`config.mk`:
```
export PLATFORM = sky130hd
export DESIGN_NAME = glmm_row_buffer
export DESIGN_NICKNAME = d
export VERILOG_FILES = /design/src/rtl/core/glmm_pkg.sv /design/src/rtl/core/glmm_row_buffer.sv
export SDC_FILE = /design/constraint.sdc
export NUM_CORES = 2
export LEC_CHECK = 0
export BUFFER_PORTS_ARGS = -buffer_cell sky130_fd_sc_hd__clkbuf_2
export CAP_MARGIN = 30
export CELL_PAD_IN_SITES_DETAIL_PLACEMENT = 1
export CELL_PAD_IN_SITES_GLOBAL_PLACEMENT = 1
export CORE_MARGIN = 1.5
export CORE_UTILIZATION = 45
export CTS_BUF_LIST = sky130_fd_sc_hd__clkbuf_16
export CTS_CLUSTER_DIAMETER = 150
export DETAILED_ROUTE_END_ITERATION = 10
export GPL_TIMING_DRIVEN = 0
export PLACE_DENSITY = 0.71
export SYNTH_ARGS = -nofsm -noshare
export SYNTH_HDL_FRONTEND = slang
export SYNTH_SLANG_ARGS = --single-unit
```
`constraint.sdc`:
```
create_clock -name clock -period 5.8 [get_ports clock]
set_clock_uncertainty 0.2 [all_clocks]
set_input_delay 0 -clock clock [delete_from_list [all_inputs] [get_ports clock]]
set_output_delay 0 -clock clock [all_outputs]
set_load 0.01 [all_outputs]
```
`src/rtl/core/glmm_pkg.sv`:
```
package glmm_pkg;

   localparam int MAX_SIDE_DEFAULT = 256;
   localparam int GRID_SIZE_W      = 9;
   localparam int PIXEL_W          = 8;
   localparam int QUEUE_DEPTH      = 4;

   localparam logic [PIXEL_W-1:0] CAVITY_MARK = 8'd88;

   typedef logic [PIXEL_W-1:0] pixel_type;

   typedef struct packed {
      pixel_type out_pixel;
      logic      end_of_row;
      logic      end_of_grid;
      logic      last_of_run;
   } result_type;

   // pixels read from the row stores for the column about to be taken
   typedef struct packed {
      pixel_type center;
      pixel_type up;
      pixel_type right;
   } row_taps_type;

   typedef enum logic [1:0] {
      PUSH_NONE = 2'd0,
      PUSH_ONE  = 2'd1,
      PUSH_TWO  = 2'd2
   } push_count_type;

endpackage

```
`src/rtl/core/glmm_row_buffer.sv`:
```
module glmm_row_buffer #(
   parameter int MAX_SIDE = glmm_pkg::MAX_SIDE_DEFAULT
) (
   input  logic                        clock,
   input  logic                        wr_en,
   input  logic [$clog2(MAX_SIDE)-1:0] wr_addr,
   input  glmm_pkg::pixel_type         wr_pixel,
   input  glmm_pkg::pixel_type         wr_older,
   input  logic [$clog2(MAX_SIDE)-1:0] rd_addr,
   output glmm_pkg::row_taps_type      rd_taps
);

   localparam int IDX_W = $clog2(MAX_SIDE);

   glmm_pkg::pixel_type previous_mem [MAX_SIDE];
   glmm_pkg::pixel_type older_mem    [MAX_SIDE];

   logic [IDX_W-1:0] right_addr;

   // right neighbour column; past the last column the value is never used
   always_comb begin
      if (rd_addr == IDX_W'(MAX_SIDE - 1)) begin
         right_addr = '0;
      end else begin
         right_addr = rd_addr + IDX_W'(1);
      end
   end

   always_ff @(posedge clock) begin
      if (wr_en) begin
         previous_mem[wr_addr] <= wr_pixel;
         older_mem[wr_addr]    <= wr_older;
      end
      rd_taps.center <= previous_mem[rd_addr];
      rd_taps.up     <= older_mem[rd_addr];
      rd_taps.right  <= previous_mem[right_addr];
   end

endmodule

```
[Word level (Yosys, flattened, before mapping)]
Memories as Yosys holds them, arrays and structs flattened. A register that Yosys moved wholly into a read port is not among the register bits.
Index checks and enable logic that the tools add are counted.
Storage, ports and cells
  bits in writable memories: 4096
  register bits: 0
  output and inout bits: 24
  memories: 2
  logic and storage cells: 7
  input bits: 34
Memories
  older_mem: words 256, width 8, read ports 1, clocked after memory_dff 1, write ports 1, RTL line glmm_row_buffer.sv:16  | glmm_pkg::pixel_type older_mem [MAX_SIDE];
  previous_mem: words 256, width 8, read ports 2, clocked after memory_dff 2, write ports 1, RTL line glmm_row_buffer.sv:15  | glmm_pkg::pixel_type previous_mem [MAX_SIDE];
Operators by class
  equality and inequality tests: 1
  muxes and demuxes: 3
  $add $sub $neg: 1
Operator list (number)
  $add A8 B1 Y8 const B: 1
  $eq A8 B8 Y1 const B: 1
  $mux W8: 1
  $mux W1: 2

[Depth between registers and ports, before layout]
  word-level depth: 2
  gate-level depth with buffers: 15
  mapped depth without buffers: 10

[Worst setup path before layout]
OpenSTA, ideal clock, no wires.
  path kind: in2reg
  start point: input rd_addr[1]
  end point: register, netlist name rd_taps[16]
  required time: 5478 ps
  stages: 6
  path slack: 2977 ps
  setup time: 122 ps
  buffers on the path: 2
  arrival: 2501 ps
  path through: buf_2 buf_1 mux4_2 mux4_2 mux4_2 a221o_1
RTL lines
  start: declaration: RTL line glmm_row_buffer.sv:9  | input logic [$clog2(MAX_SIDE)-1:0] rd_addr,

[Worst setup path after layout]
  start point: input rd_addr[6]
  end point: register, netlist name rd_taps[6]
Between the ends
  cells in the longest elaborated chain, start to end: 2
  elaborated cells on any way between the ends: 3
  those cells by class: 1 x add/sub; 1 x eq/ne; 1 x mux
Ends and longest elaborated chain
  $add A8 B1 Y8 or $eq A8 B8 Y1 (tied branches): RTL line glmm_row_buffer.sv:25, glmm_row_buffer.sv:22
  $mux W8 (*): RTL line glmm_row_buffer.sv:22  | if (rd_addr == IDX_W'(MAX_SIDE - 1)) begin
Every way passes the cells marked *; elsewhere a longest branch is shown, timed or not.

==> reports/metrics.csv <==
metric,value,unit
top post-synthesis cells by area,"edfxtp_1 71%, mux4_2 22%, mux2i_1 1.1%, nand2_1 0.71%, nor2_1 0.69%",
path type of the worst min-delay path,in -> reg,
total track usage,0.3956,
xor/xnor share of the synthesized area,0.0003521,
die height,625.0,um
Synth Area in Adders,0.00007186,
final net count,9066,
vias in the first global route,103300,
hold path start,wr_pixel[0],
CTS resizes,0,
initial DRC count,21870,
die area,0.3907,mm^2
Worst EP required,6.58,ns
share of layout cells above drive strength 1,0.3761,
YS warnings,0,
CTS tree,built,
row count,228,
Clock Latency Late Sink,1.11,ns
Critical R2R Capture,rd_taps[9],
Final Wtd Congestion,1.103,
Root Buffer,clkbuf_16,
pin count of the biggest net entering global routing,153,
drt drc,0,
outcome,"complete, but fails checks",
number of vias in the routed layout,108600,
WP data arrival,6.74,ns
Reg2Reg Launch Point,older_mem[94][1],
"Top FF cell, synth",edfxtp_1,
gr ovfl total,0,
"Cell Area, Synth",0.1741,mm^2
mux cell area share after synthesis,0.2303,
Synth area leader,edfxtp_1,
Post-synth top cells,"4096 x edfxtp_1, 1681 x mux4_2, 328 x nand2_1, 322 x nor2_1, 225 x buf_2",
worst slew pin tran,1.461,ns
num ports,58,
Synth Area in Compound Gates,0.02067,
final core utilization,0.5310,
IO buf count,55,
Finish-stage setup viols,3,
cell with the most instances after synthesis,edfxtp_1,
Final Hold Fails,0,
Yosys cell types,64,
Detail Placement HPWL,560800,um
TritonCTS Sinks,4120,
largest family of logic cells by synthesized area,multiplexers,
failing checks,negative setup slack,
pre-CTS WS,-0.3980,ns
# Post-CTS Setup Buffers,0,
minimum clock period,5.964,ns
initial antenna violation count,104,
Final Instance Area,0.2046,mm^2
global-route wire length before repair,1004000,um
"FFs w/ async S/R, synth",0,
"FF+latch count, synth",4120,
via/cell ratio,7.426,
nature of the critical path startpoint,primary input,
CP Capture Type,flip-flop,
Simple-Gate Fraction of Synth Area,0.02318,
hold depth,2,
final wirelength,777400,um
max_cap viols,0,
drt wl/cell,53.14,um
Leak Pwr,64.50,nW
CP Max Fanout,10,
DRT Pass-1 Iters,6,
Worst Reg2Reg Path Length in Cells,8,
setup TNS,-0.3215,ns
final worst-path cycle share,1.028,
max-slew violations,0,
worst vdd ir,0.3198,mV
power density cells,329.4,mW/mm^2
synthesized net count,8082,
fill count,33180,
Area Growth Syn to Fin,17.53,%
core area,0.3854,mm^2
Num CTS Buffers,428,
syn avg cell area,21.64,um^2
FF-to-FF setup slack,1.61,ns
sequential share of the synthesized area,0.7092,
RSZ-0062 raised after global routing,no,
worst hold endpoint,previous_mem[163][0],
area share of the largest cell type after synthesis,0.7064,
Routed Antenna Nets,0,
Starting Density,0.4518,
Worst-path clk slew,0.06,ns
Max Fclk,167.7,MHz
FF+latch area,0.1235,mm^2
footprint of the multi-input gates,0.04886,mm^2
Final WS setup,-0.1643,ns
largest buffer count on any clock path,4,
type of the worst setup path,in -> reg,
Die W,625.0,um
number of synthesized flops with an enable pin,4096,
Synth Instances,8047,
placed inst area,0.1896,mm^2
H-tree Lvls,5,
Rel. slew slack,0.02605,
[registers in the layout (all words and copies together), names as in the netlist]
name and cells:
rd_taps 24, older_mem 2048, previous_mem 2048
[cells in the final DEF, fill, tap and decap left out, types with 85 or more instances in the layout]
| cell type | instances |
|---|---|
| buf_16 | 114 |
| buf_2 | 256 |
| mux2i_1 | 182 |
| clkinv_1 | 100 |
| nand2_1 | 328 |
| clkbuf_16 | 431 |
| clkinv_2 | 90 |
| clkbuf_2 | 113 |
| edfxtp_1 | 4096 |
| clkbuf_1 | 99 |
| buf_4 | 91 |
| nand3_1 | 153 |
| nor2_2 | 198 |
| buf_8 | 238 |
| a21oi_1 | 85 |
| mux4_2 | 1681 |
[logic make-up (layout without fill, tap and decap cells)]
family                   Yosys count  in the layout
AO/OA/AOI/OAI                    518            518
XOR/XNOR                           7              7
adder cells (fa/ha/maj)            1              1
buffers and inverters            562           1892
flip-flops                      4120           4120
multiplexers                    1901           1901
other                              0             77
AND/OR/NAND/NOR                  938            938
[metal layers]
metal,part of all wire,up-vias,GRT usage
li1,-,36980,-
met2,0.42,11060,0.5478
met4,0.089,69,0.2835
met5,0.0018,-,0.01247
met3,0.16,2620,0.1856
met1,0.33,57920,0.4860
[final cells by class]
| type | instances | share of cell area |
|---|---|---|
| Clock buffer | 430 | 0.05258 |
| Tap cell | 5175 | 0.03164 |
| Buffer | 557 | 0.01426 |
| Multi-Input combinational cell | 3365 | 0.2388 |
| Antenna cell | 77 | 0.0009416 |
| Inverter | 5 | 0.00009171 |
| Clock inverter | 346 | 0.01502 |
| Timing Repair Buffer | 554 | 0.04331 |
| Sequential cell | 4120 | 0.6034 |
[worst max path at each step]
| stage | startpoint | end | slack (ns) |
|---|---|---|---|
| final | rd_addr[6] | rd_taps[6] | -0.16 |
| after global routing | rd_addr[7] | rd_taps[2] | 0.17 |
| after CTS | rd_addr[7] | rd_taps[2] | 0.24 |
| after detailed placement | rd_addr[1] | rd_taps[15] | -0.40 |
| after global placement | rd_addr[0] | rd_taps[1] | -2.80 |
| after floorplan | rd_addr[1] | rd_taps[16] | 2.98 |
[where the power goes]
part	switching (W)	total (W)	internal [W]
registers	0.0000346	0.0329	0.0328
logic	0.00484	0.00691	0.00206
clock network	0.0124	0.0276	0.0152
total	0.0173	0.0674	0.0501
[repair_timing]
action                                 4_1_cts  5_1_grt
endpoints found under the hold margin     5330        0
setup endpoints to repair                    0        0
hold buffers                                56        0
[critical path: stages]
cell	delay [ns]
dlygate4sd3_1	0.53
clkbuf_2	0.19
and2_1	0.16
dlygate4sd3_1	0.55
buf_4	0.18
a31o_1	0.18
buf_6	0.24
buf_6	0.32
buf_4	0.55
buf_2	0.71
buf_2	0.69
nand2_1	0.11
a21oi_1	0.16
a2111oi_0	0.09
a21oi_1	0.96
o32ai_1	0.41
a211oi_1	0.30
buf_2	0.27
[per-stage QoR]
stage          hold WS, ns  power (W)  cells
3_3_place_gp        0.1890    0.03954  13280
2_1_floorplan      -0.1011    0.03608   8047
6_report           0.01314    0.06740  14630
4_1_cts          0.0009489    0.06683  14520
3_5_place_dp       0.08551    0.03980  13690
5_1_grt            0.04953    0.06800  14560
(Power assumes the default switching activity.)
