### src/rtl/core/glmm_pkg.sv
package glmm_pkg;

   localparam int MAX_SIDE_DEFAULT = 256;
   localparam int GRID_SIZE_W      = 9;
   localparam int PIXEL_W          = 8;
   localparam int QUEUE_DEPTH      = 4;

   localparam logic [PIXEL_W-1:0] CAVITY_MARK = 8'd88;

   typedef logic [PIXEL_W-1:0] pixel_type;

   typedef struct packed {
      pixel_type out_pixel;
      logic      end_of_row;
      logic      end_of_grid;
      logic      last_of_run;
   } result_type;

   // pixels read from the row stores for the column about to be taken
   typedef struct packed {
      pixel_type center;
      pixel_type up;
      pixel_type right;
   } row_taps_type;

   typedef enum logic [1:0] {
      PUSH_NONE = 2'd0,
      PUSH_ONE  = 2'd1,
      PUSH_TWO  = 2'd2
   } push_count_type;

endpackage

### src/rtl/core/glmm_out_queue.sv
module glmm_out_queue (
   input  logic                     clock,
   input  logic                     reset,
   input  glmm_pkg::push_count_type push_cnt,
   input  glmm_pkg::result_type     push_a,
   input  glmm_pkg::result_type     push_b,
   output logic                     no_room,
   output logic                     out_valid,
   output glmm_pkg::result_type     out_data,
   input  logic                     out_stall
);

   localparam int DEPTH = glmm_pkg::QUEUE_DEPTH;
   localparam int PTR_W = $clog2(DEPTH);
   localparam int CNT_W = $clog2(DEPTH + 1);

   glmm_pkg::result_type entry_ff [DEPTH];

   logic [PTR_W-1:0] wr_ptr_ff, wr_ptr_in;
   logic [PTR_W-1:0] rd_ptr_ff, rd_ptr_in;
   logic [CNT_W-1:0] count_ff,  count_in;
   logic [CNT_W-1:0] push_num;
   logic             pop;

   assign out_valid = (count_ff != '0);
   assign out_data  = entry_ff[rd_ptr_ff];
   assign pop       = out_valid && !out_stall;
   // hold the input side unless a full two-result transaction fits
   assign no_room   = (count_ff > CNT_W'(DEPTH - 2));

   always_comb begin
      case (push_cnt)
         glmm_pkg::PUSH_NONE: push_num = CNT_W'(0);
         glmm_pkg::PUSH_ONE:  push_num = CNT_W'(1);
         glmm_pkg::PUSH_TWO:  push_num = CNT_W'(2);
         default:             push_num = CNT_W'(0);
      endcase
      wr_ptr_in = wr_ptr_ff + PTR_W'(push_num);
      rd_ptr_in = pop ? rd_ptr_ff + PTR_W'(1) : rd_ptr_ff;
      count_in  = count_ff + push_num - CNT_W'(pop);
   end

   always_ff @(posedge clock) begin
      if (reset) begin
         wr_ptr_ff <= '0;
         rd_ptr_ff <= '0;
         count_ff  <= '0;
      end else begin
         wr_ptr_ff <= wr_ptr_in;
         rd_ptr_ff <= rd_ptr_in;
         count_ff  <= count_in;
      end
   end

   always_ff @(posedge clock) begin
      if (push_cnt == glmm_pkg::PUSH_ONE || push_cnt == glmm_pkg::PUSH_TWO) begin
         entry_ff[wr_ptr_ff] <= push_a;
      end
      if (push_cnt == glmm_pkg::PUSH_TWO) begin
         entry_ff[wr_ptr_ff + PTR_W'(1)] <= push_b;
      end
   end

endmodule

### config.mk
export PLATFORM = sky130hd
export DESIGN_NAME = glmm_out_queue
export DESIGN_NICKNAME = d
export VERILOG_FILES = /design/src/rtl/core/glmm_pkg.sv /design/src/rtl/core/glmm_out_queue.sv
export SDC_FILE = /design/constraint.sdc
export NUM_CORES = 1
export LEC_CHECK = 0
export BUFFER_PORTS_ARGS = -buffer_cell sky130_fd_sc_hd__buf_2
export CAP_MARGIN = 10
export CORE_ASPECT_RATIO = 0.8
export CORE_MARGIN = 4
export CORE_UTILIZATION = 51
export CTS_CLUSTER_DIAMETER = 30
export DETAILED_ROUTE_END_ITERATION = 8
export PLACE_DENSITY = 0.78
export SLEW_MARGIN = 20
export SYNTH_ARGS = -nofsm -noshare
export SYNTH_HDL_FRONTEND = slang
export SYNTH_SLANG_ARGS = --single-unit
### constraint.sdc
create_clock -name clock -period 2.1 [get_ports clock]
set_clock_uncertainty 0.2 [all_clocks]
set_input_delay 0.21 -clock clock [delete_from_list [all_inputs] [get_ports clock]]
set_output_delay 0.21 -clock clock [all_outputs]
set_load 0.05 [all_outputs]
Word level (Yosys, flattened, before mapping)
Memories as Yosys holds them, arrays and structs flattened. A register that Yosys moved wholly into a read port is not among the register bits. Index checks and enable logic that the tools add are counted.

Flip-flop bits (word level): 7. Bits in writable memories: 44. Bits of input ports: 27. Output and inout bits: 13. Logic and storage cells: 23. Memories kept: 1.

Memories: entry_ff (depth 4, bits a word 11, rd ports 1, clocked after memory_dff 1, write ports 2, RTL line glmm_out_queue.sv:17) `glmm_pkg::result_type entry_ff [DEPTH];`.

Add/sub/neg operators: 5. Magnitude comparators: 1. Eq/ne operators: 2. Multiplexer cells: 7. Reduce and logical (&&, ||, !) cells: 4.

Operators by type and width (number): 2-bit by 1-bit adder with 2-bit output, second input constant (2); 1-bit two-way mux (4); 2-bit two-way mux (2); 2-bit one-hot mux with 2 select lines (1); 3-bit adder (1); 3-bit by 2-bit > comparator with 1-bit output, second input constant (1); 3-bit nonzero test (1); 3-bit by 1-bit subtractor with 3-bit output (1); 2-bit adder (1); 2-bit by 1-bit equality test with 1-bit output, second input constant (1); 2-bit equality test, second input constant (1); 1-bit logical AND (1); 1-bit logical NOT (1); 1-bit logical OR (1).

Depth between registers and ports, before layout
Depth in word-level cells: 4. Depth in mapped cells: 11. Depth with buffers taken out: 11.

Worst setup path after synthesis
Ideal clock, no wire load.

Path type: reg2reg. From: reg count_ff[2]. To: reg count_ff[2]. Library setup time: 0.126 ns. Arrival time: 1.920 ns. Required time: 1.774 ns. Path slack: -0.146 ns. Stages on the path, launching flop included: 11. Buffers on the path: 0. Clock period less this slack: 2.246 ns. Path through: dfxtp_1 > nor3_1 > nor2_1 > ha_1 > inv_1 > ha_1 > inv_1 > fa_1 > xnor2_1 > xnor2_1 > nor2_1.

Longest elaborated chain between the ends: 3. Elaborated cells between the ends (all ways): 4. Those cells by class: add/sub: 2; reduce/logical: 2.

Ends and longest elaborated chain: from (decl) (RTL line glmm_out_queue.sv:21) `logic [CNT_W-1:0] count_ff, count_in;`; from (signal assigned) (RTL line glmm_out_queue.sv:51) `count_ff <= count_in;`; 3-bit nonzero test (RTL line glmm_out_queue.sv:25) `assign out_valid = (count_ff != '0);`; 1-bit logical AND (RTL line glmm_out_queue.sv:27) `assign pop = out_valid && !out_stall;`; net pop (RTL line glmm_out_queue.sv:23) `logic pop;`; 3-bit by 1-bit subtractor with 3-bit output (RTL line glmm_out_queue.sv:40) `count_in = count_ff + push_num - CNT_W'(pop);`.

The timed path passes the listed nets, and every way through them passes these cells. A chain may end at the register's enable or synchronous reset.

Worst setup path in the final report
From: reg count_ff[1]. To: reg count_ff[2].

The elaborated chain is that of the path after synthesis.

==> summary.md <==
| Metric | Value |
|---|---|
| Status | finished, violations left |
| Failing checks | negative setup slack |
| Design area | roughly 0.0032 mm² |
| Synth top cells by count | 45 x mux2_2, 44 x edfxtp_1, 11 x mux4_2, 9 x dfxtp_1, 9 x inv_1 |
| Synth area leader | edfxtp_1 |
| Flop pwr share | 0.427 |
| Mean Syn Cell Area | around 16 µm² |
| First-pass GRT wire length | 8970 µm |
| Crit Reg-Reg Startpoint | count_ff[1] |
| Drt pass-1 iters | 4 |
| H-Tree Depth | 2 |
| Worst vdd ir | 477 µV |
| CP Max Fanout | 2 |
| Worst hold path type | input pin to flip-flop |
| Comb pwr share | 0.398 |
| Dpl ws | -0.181 ns |
| CTS max path bufs | 2 |
| Synth Net Count | slightly below 200 |
| DR vias/cell | ~5.6 |
| Slew HR | 0.330 |
| FMAX | 0.470 GHz |
| Initial antenna violation count | 0 |
| Synth Area in Adders | 0.0407 |
| Final min period | between 2 and 2.5 ns |
| Type of the worst setup path | flip-flop to flip-flop |
| Final Worst Setup Slack | -0.0261 ns |
| Slowest stage delay, CP | 0.35 ns |
| Final GP Congestion | 0.743 |
| Num CTS Buffers | 5 |
| Setup violators final | 1 |
| Xor/xnor share of the synthesized area | 0.0132 |
| Switching pwr | ~0.0011 W |
| Final Max Tran Viols | 0 |
| DR vias | around 1600 |
| Share of layout cells above drive strength 1 | 0.607 |
| Synth Area in Simple Gates | 0.0364 |
| Register area share after synthesis | 0.567 |
| Actual slew at the worst max-slew pin | ~1 ns |
| Final WL | ~5600 µm |
| Internal power | roughly 0.0020 W |
| RSZ-0062 raised after global routing | true |
| ANT nets after route | 0 |
| Crit path launch | count_ff[1] |
| Fin Hold WS | slightly below 0.05 ns |
| Most common cell in the synthesized netlist | mux2_2 |
| Mux cell area share after synthesis | 0.285 |
| FP Rows | 23 |
| Worst path arrival time | between 2 and 2.5 ns |
| Async S/R FF share, synth | 0 |
| Dominant cells by area after synthesis | edfxtp_1 50%, mux2_2 19%, mux4_2 9.4% |
| Sequential Area | 0.00150 mm² |
| Fin nets | 263 |
| Global router's overall resource usage | 0.191 |
| Area of the multi-input gates | 0.00109 mm² |
| Unique masters post-synth | 25 |
| YS warnings | 0 |
| Clock sink total | 53 |
| HP Start | push_b[7] |
| Vias in the first global route | 1789 |
| Largest net degree at the start of global routing | 16 |
| Cell Area, Placed | around 0.0031 mm² |
| CP Cell Sequence | nor3_4, nor2_2, ha_1, inv_1, ha_1, inv_1, fa_2, xnor2_2, xnor2_1, nor2_1 |
| Pwr Density | ~970 mW/mm² |
| Main combinational cell family by area after synthesis | multiplexers |
| Horiz. Die Dim | between 80 and 90 µm |
| Max_cap viols | 0 |
| Port Buffers | 39 |
| Starting density of the core | 0.528 |
| DP HPWL | 4060 µm |
| EDFF count, synth | 44 |
| Yosys reg bits | 53 |
| N_diodes | 0 |
| Max stage delay cell, worst path | dfxtp_2 |
| Chip height | 72.4 µm |
| Ys flop type | edfxtp_1 |
| Synthesized area | between 0.002 and 0.003 mm² |
| Crit. End Element | flip-flop |
| FILL cells | 364 |
| Leak | between 1 and 1.5 nW |
| CTS tree | yes |
| Routed WL per cell | between 15 and 20 µm |
| Worst-skew pair later-pin latency | roughly 0.3 ns |
| Compound-Gate Fraction of Synth Area | 0.0203 |
| GRT Residual Overflow | 0 |
| Period utilisation layout | 1.01 |
| Sw Ratio | 0.351 |
| Worst setup SP type | flip-flop |
| Post-Synthesis Cells | between 150 and 200 |
| Hold violation total from the final report | 0 |
| Clock power share | 0.175 |
| Residual DRC | 0 |
| CTS root buf | clkbuf_8 |
| Core Area | about 0.005 mm² |
| CP Data Required Time | roughly 2.1 ns |
| Number of top-level pins | 40 |
| Top cell type's share of synthesized area | 0.499 |
| Die area | ~0.0064 mm² |
| Setup_tns | -0.0261 ns |
| Initial DRC count | 69 |
| CTS clk-pin slew, worst paths | roughly 0.090 ns |
| Layout area overhead | 21.5% |
[layer usage]
layer,up-vias,track usage,share of wire
met5,-,0,0
met1,832,0.227,0.41
met2,43,0.343,0.53
met4,0,0.0654,0.020
met3,10,0.0397,0.041
li1,752,-,-
[power by group through the flow]
stage | combinational [W] | sequential [W] | clock, W
3_3_place_gp | 0.00111 | 0.00134 | 0
6_report | 0.00125 | 0.00134 | 0.000547
3_5_place_dp | 0.00116 | 0.00135 | 0
2_1_floorplan | 0.000834 | 0.00134 | 0
4_1_cts | 0.00122 | 0.00133 | 0.000563
5_1_grt | 0.00133 | 0.00135 | 0.000599
[cell usage in the layout (no fill, tap or decap), types with 2 or more instances in the layout]
| master | count |
|---|---|
| dfxtp_1 | 8 |
| nor2b_1 | 3 |
| a21oi_1 | 2 |
| edfxtp_1 | 44 |
| clkinv_2 | 2 |
| dlygate4sd3_1 | 4 |
| inv_1 | 9 |
| buf_2 | 39 |
| nor2_1 | 5 |
| clkbuf_8 | 5 |
| buf_4 | 23 |
| a211oi_2 | 2 |
| ha_1 | 7 |
| o31ai_2 | 2 |
| xnor2_1 | 3 |
| mux4_2 | 11 |
| mux2_2 | 45 |
[registers in the layout (all words and copies together), names as in the netlist, named ones only]
signal     flops
count_ff       3
entry_ff      44
rd_ptr_ff      2
wr_ptr_ff      2
[worst max-delay path: cells and delay by family (launching register included)]
kind          cells  cell delay (ns)
flops             1             0.35
simple gates      3             0.31
xor+xnor          2             0.28
buf+inv           2             0.12
fa+ha+maj         3             0.78
[final timing paths]
path | to | slack, ns | cells past startpoint
max | count_ff[2] | -0.03 | 10
min | entry_ff[2][7] | 0.05 | 2
max reg2reg | count_ff[2] | -0.03 | 10
min reg2reg | flip-flop | 0.35 | 2
[stage by stage]
step	utilization	total power (W)	std cells
floorplan	-	0.00217	162
CTS	0.639	0.00312	290
detailed placement	0.610	0.00252	276
finish	0.642	0.00313	291
global placement	0.610	0.00246	276
global route	0.642	0.00328	291
[final cells by class]
class / instances / area share
Timing Repair Buffer: 67 / 0.133
Tap cell: 62 / 0.0241
Inverter: 9 / 0.0105
Clock buffer: 6 / 0.0226
Multi-Input combinational cell: 92 / 0.339
Clock inverter: 2 / 0.00311
Sequential cell: 53 / 0.467
[cell families (layout without fill, tap and decap cells)]
kind of cell             count (synthesis)  in the layout
AO/OA/AOI/OAI                            8              8
XOR/XNOR                                 4              4
adder cells (fa/ha/maj)                  8              8
buffers and inverters                   17             84
flip-flops                              53             53
multiplexers                            56             56
AND/OR/NAND/NOR                         16             16
[timing repair]
action                     CTS  global route
pin swaps                    3             0
setup buffers                2             1
resized for setup            2             2
hold buffers                 4             0
setup endpoints to repair    1             2
hold endpoints to repair     6             0
No activity file was read; power rests on OpenSTA's default activity.
